$ cat src/rtl/move_to_front_partial_insert_unit_defines.svh
// Assertion macros for the move-to-front unit.
// Included by mtfpi_ctrl, the module that carries concurrent checks; no other dependencies.
`ifndef MOVE_TO_FRONT_PARTIAL_INSERT_UNIT_DEFINES_SVH
`define MOVE_TO_FRONT_PARTIAL_INSERT_UNIT_DEFINES_SVH

`ifndef SYNTH
// checked only outside reset
`define MTFPI_ASSERT(lbl, prop, msg) \
    lbl: assert property (@(posedge clk) disable iff (!rst_n) prop) else $error(msg);
// checked during reset as well
`define MTFPI_ASSERT_ALWAYS(lbl, prop, msg) \
    lbl: assert property (@(posedge clk) prop) else $error(msg);
`else
`define MTFPI_ASSERT(lbl, prop, msg)
`define MTFPI_ASSERT_ALWAYS(lbl, prop, msg)
`endif

`endif

$ cat src/rtl/mtfpi_pkg.sv
// Shared constants and types for the move-to-front unit.
// No dependencies.
package mtfpi_pkg;

    localparam int MAX_SYMBOLS = 256;
    localparam int SYM_W       = $clog2(MAX_SYMBOLS);
    localparam int SIZE_W      = SYM_W + 1;
    localparam int GROUP_LEN   = 16;
    localparam int GROUPS      = MAX_SYMBOLS / GROUP_LEN;
    localparam int CFG_IDX_W   = 2;
    localparam int CFG_DATA_W  = SIZE_W;

    localparam logic [CFG_IDX_W-1:0] CFG_ALPHABET_SIZE   = 2'd0;
    localparam logic [CFG_IDX_W-1:0] CFG_ESCAPE_POSITION = 2'd1;
    localparam logic [CFG_IDX_W-1:0] CFG_INSERT_POSITION = 2'd2;

    localparam logic [SIZE_W-1:0] ALPHABET_SIZE_RST   = 9'd256;
    localparam logic [SIZE_W-1:0] ESCAPE_POSITION_RST = 9'd123;
    localparam logic [SYM_W-1:0]  INSERT_POSITION_RST = 8'd96;
    localparam logic [SIZE_W-1:0] MIN_SIZE            = 9'd2;

    localparam logic OP_ENCODE = 1'b0;
    localparam logic OP_DECODE = 1'b1;

    // command broadcast along the cell chain
    typedef struct packed {
        logic             init;
        logic             match;
        logic             seek;
        logic             by_index;
        logic [SYM_W-1:0] key;
        logic             move;
        logic             shift_up;
        logic [SYM_W-1:0] lo;
        logic [SYM_W-1:0] hi;
        logic [SYM_W-1:0] fill;
    } cell_cmd_t;

    // result of the match search
    typedef struct packed {
        logic [SYM_W-1:0] pos;
        logic [SYM_W-1:0] val;
    } found_t;

endpackage

$ cat src/rtl/mtfpi_ctrl.sv
// Sequencer of the move-to-front unit: configuration registers, item capture,
// move planning and the output word register. Depends on mtfpi_pkg and the
// assertion macros header.
`include "move_to_front_partial_insert_unit_defines.svh"

module mtfpi_ctrl (
    input  logic                             clk,
    input  logic                             rst_n,
    input  logic                             in_valid,
    output logic                             in_stall,
    input  logic                             operation,
    input  logic [mtfpi_pkg::SYM_W-1:0]      symbol_in,
    input  logic [mtfpi_pkg::SYM_W-1:0]      position_in,
    input  logic                             escape_run,
    output logic                             out_valid,
    input  logic                             out_stall,
    output logic [mtfpi_pkg::SYM_W-1:0]      symbol_out,
    output logic [mtfpi_pkg::SYM_W-1:0]      position_out,
    output logic                             escaped,
    output logic                             error,
    input  logic                             cfg_valid,
    output logic                             cfg_ready,
    input  logic [mtfpi_pkg::CFG_IDX_W-1:0]  cfg_index,
    input  logic [mtfpi_pkg::CFG_DATA_W-1:0] cfg_data,
    input  mtfpi_pkg::found_t                found,
    output mtfpi_pkg::cell_cmd_t             cmd
);
    import mtfpi_pkg::*;

    typedef enum logic [4:0] {
        ST_IDLE   = 5'b00001,
        ST_MATCH  = 5'b00010,
        ST_GATHER = 5'b00100,
        ST_PLAN   = 5'b01000,
        ST_MOVE   = 5'b10000
    } state_t;

    typedef struct packed {
        logic             move;
        logic             shift_up;
        logic [SYM_W-1:0] lo;
        logic [SYM_W-1:0] hi;
        logic [SYM_W-1:0] fill;
        logic [SYM_W-1:0] sym;
        logic [SYM_W-1:0] pos;
        logic             esc;
        logic             err;
    } plan_t;

    state_t           state_reg, state_next;
    logic [SIZE_W-1:0] size_reg, esc_pos_reg;
    logic [SYM_W-1:0]  ins_pos_reg;
    logic [SIZE_W-1:0] size_eff;
    logic [SYM_W-1:0]  size_m1;

    logic             op_reg;
    logic [SYM_W-1:0] sym_reg;
    logic [SYM_W-1:0] pos_reg;
    logic             aesc_reg;
    logic             err_reg;
    logic             err_next;

    plan_t            plan_reg, plan_next;
    logic [SYM_W-1:0] target;
    logic [SYM_W-1:0] target_m1;
    logic [SYM_W-1:0] last_pos;

    logic             out_valid_reg;
    logic [SYM_W-1:0] sym_out_reg, pos_out_reg;
    logic             esc_out_reg, err_out_reg;

    logic             in_take;
    logic             cfg_take;
    logic             cfg_hit;
    logic             out_free;
    logic             out_load;

    assign size_eff = (size_reg < MIN_SIZE) ? MIN_SIZE :
                      (size_reg > SIZE_W'(MAX_SYMBOLS)) ? SIZE_W'(MAX_SYMBOLS) : size_reg;
    assign size_m1  = SYM_W'(size_eff - SIZE_W'(1));

    // hold the input while a register write is offered
    assign in_stall  = (state_reg != ST_IDLE) || cfg_valid;
    assign cfg_ready = (state_reg == ST_IDLE);
    assign in_take   = in_valid && !in_stall;
    assign cfg_take  = cfg_valid && cfg_ready;
    assign cfg_hit   = cfg_take && (cfg_index == CFG_ALPHABET_SIZE ||
                                    cfg_index == CFG_ESCAPE_POSITION ||
                                    cfg_index == CFG_INSERT_POSITION);
    assign out_free  = !out_valid_reg || !out_stall;
    assign out_load  = (state_reg == ST_MOVE) && out_free;

    assign err_next = (operation == OP_DECODE) ? ({1'b0, position_in} >= size_eff)
                                               : ({1'b0, symbol_in} >= size_eff);

    always_comb
    begin
        state_next = state_reg;
        unique case (state_reg)
            ST_IDLE:   if (in_take) state_next = ST_MATCH;
            ST_MATCH:  state_next = ST_GATHER;
            ST_GATHER: state_next = ST_PLAN;
            ST_PLAN:   state_next = ST_MOVE;
            ST_MOVE:   if (out_free) state_next = ST_IDLE;
            default:   state_next = ST_IDLE;
        endcase
    end

    // work out where the symbol goes and which span of cells shifts
    always_comb
    begin
        plan_next.esc = !err_reg && ((op_reg == OP_DECODE) ? aesc_reg
                                     : ({1'b0, found.pos} >= esc_pos_reg));
        target    = plan_next.esc ? ins_pos_reg : '0;
        target_m1 = target - SYM_W'(1);
        last_pos  = (target_m1 > size_m1) ? size_m1 : target_m1;

        plan_next.move     = 1'b0;
        plan_next.shift_up = 1'b0;
        plan_next.lo       = found.pos;
        plan_next.hi       = found.pos;
        plan_next.fill     = found.val;
        plan_next.err      = err_reg;
        if (!err_reg)
        begin
            if (target < found.pos)
            begin
                plan_next.move     = 1'b1;
                plan_next.shift_up = 1'b1;
                plan_next.lo       = target;
                plan_next.hi       = found.pos;
            end
            else if (target > found.pos && last_pos > found.pos)
            begin
                plan_next.move = 1'b1;
                plan_next.lo   = found.pos;
                plan_next.hi   = last_pos;
            end
        end

        if (op_reg == OP_DECODE)
        begin
            plan_next.sym = err_reg ? '0 : found.val;
            plan_next.pos = pos_reg;
        end
        else
        begin
            plan_next.sym = sym_reg;
            plan_next.pos = err_reg ? '0 : found.pos;
        end
    end

    always_comb
    begin
        cmd          = '0;
        cmd.init     = cfg_hit;
        cmd.match    = (state_reg == ST_MATCH);
        cmd.seek     = !err_reg;
        cmd.by_index = (op_reg == OP_DECODE);
        cmd.key      = (op_reg == OP_DECODE) ? pos_reg : sym_reg;
        cmd.move     = out_load && plan_reg.move;
        cmd.shift_up = plan_reg.shift_up;
        cmd.lo       = plan_reg.lo;
        cmd.hi       = plan_reg.hi;
        cmd.fill     = plan_reg.fill;
    end

    always_ff @(posedge clk or negedge rst_n)
    begin
        if (!rst_n)
        begin
            state_reg     <= ST_IDLE;
            size_reg      <= ALPHABET_SIZE_RST;
            esc_pos_reg   <= ESCAPE_POSITION_RST;
            ins_pos_reg   <= INSERT_POSITION_RST;
            out_valid_reg <= 1'b0;
            plan_reg      <= '0;
        end
        else
        begin
            state_reg <= state_next;
            if (cfg_take)
            begin
                unique case (cfg_index)
                    CFG_ALPHABET_SIZE:   size_reg    <= cfg_data;
                    CFG_ESCAPE_POSITION: esc_pos_reg <= cfg_data;
                    CFG_INSERT_POSITION: ins_pos_reg <= cfg_data[SYM_W-1:0];
                    default:             ;
                endcase
            end
            if (state_reg == ST_PLAN)
                plan_reg <= plan_next;
            // drop the word once taken, hold it while stalled
            if (out_load)
                out_valid_reg <= 1'b1;
            else if (!out_stall)
                out_valid_reg <= 1'b0;
        end
    end

    always_ff @(posedge clk)
    begin
        if (in_take)
        begin
            op_reg   <= operation;
            sym_reg  <= symbol_in;
            pos_reg  <= position_in;
            aesc_reg <= escape_run;
            err_reg  <= err_next;
        end
        if (out_load)
        begin
            sym_out_reg <= plan_reg.sym;
            pos_out_reg <= plan_reg.pos;
            esc_out_reg <= plan_reg.esc;
            err_out_reg <= plan_reg.err;
        end
    end

    assign out_valid    = out_valid_reg;
    assign symbol_out   = sym_out_reg;
    assign position_out = pos_out_reg;
    assign escaped      = esc_out_reg;
    assign error        = err_out_reg;

    `MTFPI_ASSERT(a_span_ordered, plan_reg.move |-> (plan_reg.lo < plan_reg.hi), "move span reversed")
    `MTFPI_ASSERT(a_span_in_list, (state_reg == ST_MOVE && plan_reg.move) |-> ({1'b0, plan_reg.hi} < size_eff), "move past list end")
    `MTFPI_ASSERT(a_error_no_move, plan_reg.err |-> !plan_reg.move, "move planned for a bad item")
    `MTFPI_ASSERT(a_load_shows, out_load |=> out_valid_reg, "result word lost")
    `MTFPI_ASSERT_ALWAYS(a_idle_in_reset, !rst_n |-> !cmd.move, "move during reset")

endmodule
$ cat config.mk
export PLATFORM = sky130hd
export DESIGN_NAME = mtfpi_ctrl
export DESIGN_NICKNAME = d
export VERILOG_FILES = /design/src/rtl/mtfpi_pkg.sv /design/src/rtl/mtfpi_ctrl.sv
export VERILOG_INCLUDE_DIRS = /design/src /design/src/rtl
export SDC_FILE = /design/constraint.sdc
export NUM_CORES = 1
export LEC_CHECK = 0
export BUFFER_PORTS_ARGS = -buffer_cell sky130_fd_sc_hd__buf_2
export CELL_PAD_IN_SITES_DETAIL_PLACEMENT = 0
export CELL_PAD_IN_SITES_GLOBAL_PLACEMENT = 1
export CORE_MARGIN = 4
export CORE_UTILIZATION = 44
export CTS_CLUSTER_SIZE = 10
export DETAILED_ROUTE_END_ITERATION = 8
export PLACE_DENSITY_LB_ADDON = 0.1
export REMOVE_ABC_BUFFERS = 1
export SYNTH_ARGS = -nofsm -noshare
export SYNTH_HDL_FRONTEND = slang
export SYNTH_SLANG_ARGS = --single-unit
$ cat constraint.sdc
create_clock -name clk -period 6.99 [get_ports clk]
set_input_delay 1.0485 -clock clk [delete_from_list [all_inputs] [get_ports clk]]
set_output_delay 1.0485 -clock clk [all_outputs]
set_load 0.05 [all_outputs]
==> flow_summary.json, run 1 <==
{
  "clockBufferDepth": 2,
  "max_cap_violations": 0,
  "crit_slowest_cell": "and2_1",
  "synth_xor_area_share_pct": 0.959,
  "post_drt_via_cell_ratio": 5.44,
  "setup_viol": 0,
  "synth-seq-area-share_pct": 47.3,
  "holdWs_ns": 0.442,
  "synthCells": 609,
  "switching_power_mw": 1.62,
  "cp.required_ns": 7.30,
  "wirelength_um": 16300,
  "seqPwrFrac_pct": 29.8,
  "die_h_um": 129,
  "p_int_mw": 2.14,
  "start_util_pct": 45.5,
  "syn2layout_area_growth_pct": 17.2,
  "p_comb_share_pct": 47.4,
  "placed_area_um2": 6900,
  "core-area_um2": 14000,
  "hp-class": "flip-flop to flip-flop",
  "post-route-util_pct": 53.4,
  "finClkSkew_ns": 0.00612,
  "mappedNetlistArea_um2": 6390,
  "numPortBuffers": 108,
  "synth_compound_area_share_pct": 13.9,
  "synth_mux_area_share_pct": 5.05,
  "synth_cell_types": 66,
  "ant_nets": 0,
  "clock-sinks": 113,
  "cp-start-kind": "primary input",
  "fin_area_um2": 7500,
  "floorplan.rows": 43,
  "ios": 109,
  "status": "complete, no violations",
  "rsz0062_at_grt": "no",
  "fin_crit_sh_pct": 92.7,
  "cpPeakStageDelay_ns": 0.56,
  "cts_tree": "built",
  "drive_gt1_share_pct": 28.4,
  "htreeDepth": 4,
  "final_common_cell": "buf_2",
  "relSlewSlack_pct": 33.5,
  "crit_fanout": 18,
  "drt_iter0_markers": 363,
  "root_buffer": "clkbuf_16",
  "holdBufCountCts": 0,
  "synth_flop_cell": "dfrtp_1",
  "vias": 4827,
  "synth-edff-count": 37,
  "place.gp.congestion": 0.937,
  "synth_top_family_by_area": "simple AND/OR/NAND/NOR gates",
  "p_per_area_nw_per_um2": 501,
  "syn_avg_cell_area_um2": 10.5,
  "cpMostUsedCell": "ha_1",
  "route.detailed.wl_per_inst_um": 18.3,
  "cts.clk_slew.worst_paths_ns": 0.06,
  "clk_latency_ns": 0.42,
  "grt_pass1_wl_um": 26000,
  "synthSimpleGateAreaFrac_pct": 16.3,
  "switching_share_pct": 43.1,
  "final_cells": 888,
  "grt_usage_pct": 20.6,
  "clockPowerShare_pct": 22.8,
  "cp.arrival_ns": 6.79,
  "largest_reg_flops": 25,
  "grt_pass1_vias": 4766,
  "fill_cells": 1289,
  "grt_max_degree": 77,
  "synth-seq-cells": 113,
  "ir_worst_vdd_uv": 230,
  "post_cts_buffers": 0,
  "p_leak_nw": 3.44,
  "antenna_found_initial": 1,
  "drv_slew": 0,
  "yosysWarnings": 0,
  "final_nets": 794,
  "final_cell_mix": "buf_2, nand2_1, dfrtp_1",
  "cts_resized": 0,
  "hold_viol_final": 0,
  "drc": 0,
  "worst_pin_slew_ns": 0.998,
  "dr.pass1.iters": 5,
  "tns_ns": 0,
  "period_minus_slack_ns": 6.48,
  "dp_cells": 855,
  "overflow": 0,
  "end_kind": "flip-flop",
  "dieWidth_um": 129,
  "die_area_um2": 16500,
  "fmax_mhz": 154,
  "async_flop_share_pct": 67.3,
  "dp_hpwl_um": 12300,
  "worstSetupPathType": "primary input to flip-flop",
  "cts_buffers": 17,
  "synthAdderAreaFrac_pct": 9.78
}
final timing paths:
kind / from / endpoint / slack [ns] / depth (start not counted)
worst max-delay path: found[11] / cmd[15] / 0.51 / 25
worst min-delay path: plan_reg[12] / symbol_out[2] / 0.44 / 0
worst max register to register: esc_pos_reg[3] / cmd[15] / 0.69 / 25
worst min register to register: plan_reg[12] / symbol_out[2] / 0.44 / 0
max in group asynchronous: rst_n / plan_reg[43] / 5.55 / 1
min in group asynchronous: rst_n / state_reg[4] / 0.80 / 1
power by group through the flow:
| stage | clock (mW) | combinational (mW) | sequential, mW |
|---|---|---|---|
| after floorplan | 0 | 1.09 | 1.32 |
| after global placement | 0 | 1.73 | 1.12 |
| after detailed placement | 0 | 1.76 | 1.13 |
| after CTS | 0.872 | 1.77 | 1.12 |
| after global routing | 0.905 | 1.97 | 1.15 |
| final | 0.855 | 1.78 | 1.12 |
area by class of cell:
class | count | area (um^2) | area share (%)
inverters | 26 | 97.6 | 1.30
well taps | 180 | 225 | 3.00
diodes | 1 | 2.50 | 0.0334
multi-input cells | 420 | 2950 | 39.4
repair buffers | 116 | 603 | 8.05
clock inverters | 8 | 75.1 | 1.00
flip-flops and latches | 113 | 3030 | 40.4
clock buffers | 24 | 514 | 6.86
per-layer routing:
layer,global-route usage (%),part of all wire [%]
met4,7.35,1.5
met5,0,0
met1,28.7,46
met2,31.9,46
met3,4.52,6.4
worst max-delay path: cells and delay by family:
kind / cells / cell delay [ns]
adders and majority gates: 4 / 1.32
AOI/OAI and AO/OA: 9 / 2.03
buffers and inverters: 2 / 0.31
and+or+nand+nor: 10 / 2.06
per-stage QoR:
stage,total power [mW],worst slack [ns]
5_1_grt,4.03,0.00991
3_5_place_dp,2.89,0.200
3_3_place_gp,2.85,0.438
6_report,3.75,0.512
2_1_floorplan,2.41,0.954
4_1_cts,3.77,0.609
cells by family (layout without fill, tap and decap cells):
| logic type | after synthesis | in the layout |
|---|---|---|
| muxes | 29 | 29 |
| DFF | 113 | 113 |
| AOI/OAI and AO/OA | 137 | 137 |
| and+or+nand+nor | 197 | 197 |
| buffers and inverters | 76 | 174 |
| xor gates and xnor gates | 7 | 7 |
| other | 0 | 1 |
| adders and majority gates | 50 | 50 |
cells in the mapped netlist, drive strengths merged, types with 4 or more instances:
cell | number | area, um^2
nand2b | 11 | 68.8
nor2 | 37 | 139
o22a | 5 | 45.0
xnor2 | 6 | 52.6
and2 | 8 | 50.1
a211oi | 5 | 37.5
nor4 | 4 | 55.1
dfrtp | 66 | 1650
a221oi | 9 | 78.8
and3 | 4 | 25.0
ha | 50 | 626
a21o | 18 | 135
a31oi | 4 | 31.3
o21ai | 38 | 190
dfstp | 10 | 263
clkbuf | 8 | 30.0
nor2b | 15 | 93.8
nand3 | 11 | 60.1
buf | 42 | 298
nor3b | 4 | 40.0
o211a | 5 | 50.1
mux2 | 26 | 293
a21oi | 35 | 175
nor3 | 9 | 61.3
inv | 26 | 97.6
edfxtp | 37 | 1110
nand2 | 76 | 290
No activity file was read; power rests on OpenSTA's default activity.
==> run 2: changes to the inputs <==
- PLACE_DENSITY: not set -> 0.84
- PLACE_DENSITY_LB_ADDON: 0.1 -> not set
- clock period: 6.99 -> 7.3 ns (I/O delays scaled with it)
==> run 2 against run 1 <==
  * Global-route usage down 0.46 points
  * Power decreased by 3.7%
  * Sequential share of layout area shrank 0.11 points
  * First-iteration DRC count is 20% lower
  * Flip-flop and latch count is the same
  * Routed wire length shrank 2.3%
  * Critical path type unchanged
  * Largest cell class unchanged
  * Largest power group unchanged
==> flow_summary.json, run 2 (same netlist as run 1, synthesis figures left out) <==
{
  "worstSetupPathType": "primary input to flip-flop",
  "max_cap_violations": 0,
  "relSlewSlack_pct": 34.2,
  "dr.pass1.iters": 4,
  "final_common_cell": "buf_2",
  "dp_hpwl_um": 12100,
  "fin_crit_sh_pct": 90.4,
  "placed_area_um2": 6900,
  "numPortBuffers": 108,
  "wirelength_um": 15900,
  "period_minus_slack_ns": 6.60,
  "die_h_um": 129,
  "htreeDepth": 4,
  "fin_area_um2": 7520,
  "worst_pin_slew_ns": 0.986,
  "core-area_um2": 14000,
  "total_power_mw": 3.61,
  "rsz0062_at_grt": "no",
  "drc": 0,
  "root_buffer": "clkbuf_16",
  "hp-class": "flip-flop to flip-flop",
  "p_comb_share_pct": 46.3,
  "final_cell_mix": "buf_2, nand2_1, dfrtp_1",
  "switching_share_pct": 42.7,
  "cts.clk_slew.worst_paths_ns": 0.06,
  "status": "complete, no violations",
  "grt_pass1_vias": 4844,
  "cp-start-kind": "primary input",
  "p_leak_nw": 3.45,
  "p_per_area_nw_per_um2": 481,
  "clockPowerShare_pct": 23.8,
  "cp.required_ns": 7.58,
  "post_drt_via_cell_ratio": 5.35,
  "grt_max_degree": 77,
  "finClkSkew_ns": 0.00783,
  "post-route-util_pct": 53.5,
  "drive_gt1_share_pct": 28.5,
  "route.detailed.wl_per_inst_um": 17.9,
  "hold_viol_final": 0,
  "start_util_pct": 45.5,
  "ir_worst_vdd_uv": 203,
  "clk_latency_ns": 0.42,
  "seqPwrFrac_pct": 29.8,
  "die_area_um2": 16500,
  "post_cts_buffers": 0,
  "drv_slew": 0,
  "ant_nets": 0,
  "p_int_mw": 2.07,
  "end_kind": "flip-flop",
  "vias": 4744,
  "setup_viol": 0,
  "floorplan.rows": 43,
  "drt_iter0_markers": 289,
  "dieWidth_um": 129,
  "crit_fanout": 18,
  "cp.arrival_ns": 6.88,
  "clockBufferDepth": 2,
  "switching_power_mw": 1.55,
  "grt_pass1_wl_um": 25400,
  "holdBufCountCts": 0,
  "final_nets": 793,
  "grt_usage_pct": 20.1,
  "syn2layout_area_growth_pct": 17.6,
  "clock-sinks": 113,
  "overflow": 0,
  "fmax_mhz": 152,
  "tns_ns": 0,
  "cts_buffers": 17,
  "place.gp.congestion": 0.904,
  "antenna_found_initial": 1,
  "cts_resized": 0,
  "cts_tree": "built",
  "largest_reg_flops": 25,
  "ios": 109
}
run 2: cell types whose count changed in the layout (fill, tap and decap cells not counted), moves of 2 or more:
cell       before  now
bufinv_16       1    3
clkbuf_1        3    0
clkbuf_16      19   17
clkinv_2        3    1
inv_6           0    4
run 2: final timing paths:
check | from | end | slack, ns | cells past startpoint
max | found[11] | cmd[9] | 0.70 | 27
min | plan_reg[12] | symbol_out[2] | 0.44 | 0
max reg2reg | esc_pos_reg[3] | cmd[9] | 0.90 | 27
min reg2reg | plan_reg[12] | symbol_out[2] | 0.44 | 0
max in group asynchronous | rst_n | cmd[13] | 5.81 | 1
min in group asynchronous | rst_n | state_reg[1] | 0.84 | 1
run 2: through the flow:
stage	worst slack, ns	cells	hold slack (ns)
after floorplan	1.22	559	0.425
after detailed placement	0.359	854	0.429
after CTS	0.772	886	0.439
after global placement	0.487	854	0.431
final	0.700	887	0.440
after global routing	0.0928	887	0.445
run 2: worst max-delay path, cell delays in order:
cell,delay (ns)
buf_2,0.13
ha_1,0.32
and4_1,0.21
nor3b_2,0.16
o31ai_2,0.31
nand3_2,0.30
nand2_1,0.25
ha_1,0.41
o21ai_0,0.15
a22o_1,0.20
ha_1,0.30
nand3_1,0.09
o21bai_1,0.16
a31oi_1,0.25
and2_1,0.54
nor2_1,0.12
nand2_1,0.11
nand2_1,0.06
ha_1,0.30
and3_1,0.17
o21ai_0,0.09
nand3_1,0.09
nand4_1,0.14
nor3_2,0.42
buf_4,0.25
mux2i_1,0.19
o21ai_1,0.07
run 2: per-layer routing:
metal  share of wire, %  GRT usage (%)
met5                  0              0
met2                 47           31.3
met3                4.3           4.73
met4                2.5           9.08
met1                 46           26.9
run 2: power by group through the flow:
stage,logic (mW),clock network [mW],registers [mW]
3_5_place_dp,1.67,0,1.09
5_1_grt,1.87,0.910,1.11
6_report,1.67,0.862,1.08
3_3_place_gp,1.64,0,1.08
2_1_floorplan,1.04,0,1.26
4_1_cts,1.68,0.879,1.08
run 2: layout make-up:
class	instances	area, um^2
tap	180	225
antenna	1	2.50
inverter	26	97.6
fill	1250	6530
clock buffer	18	439
clock inverter	14	178
sequential	113	3030
multi-input combinational	420	2950
timing repair buffer	115	596
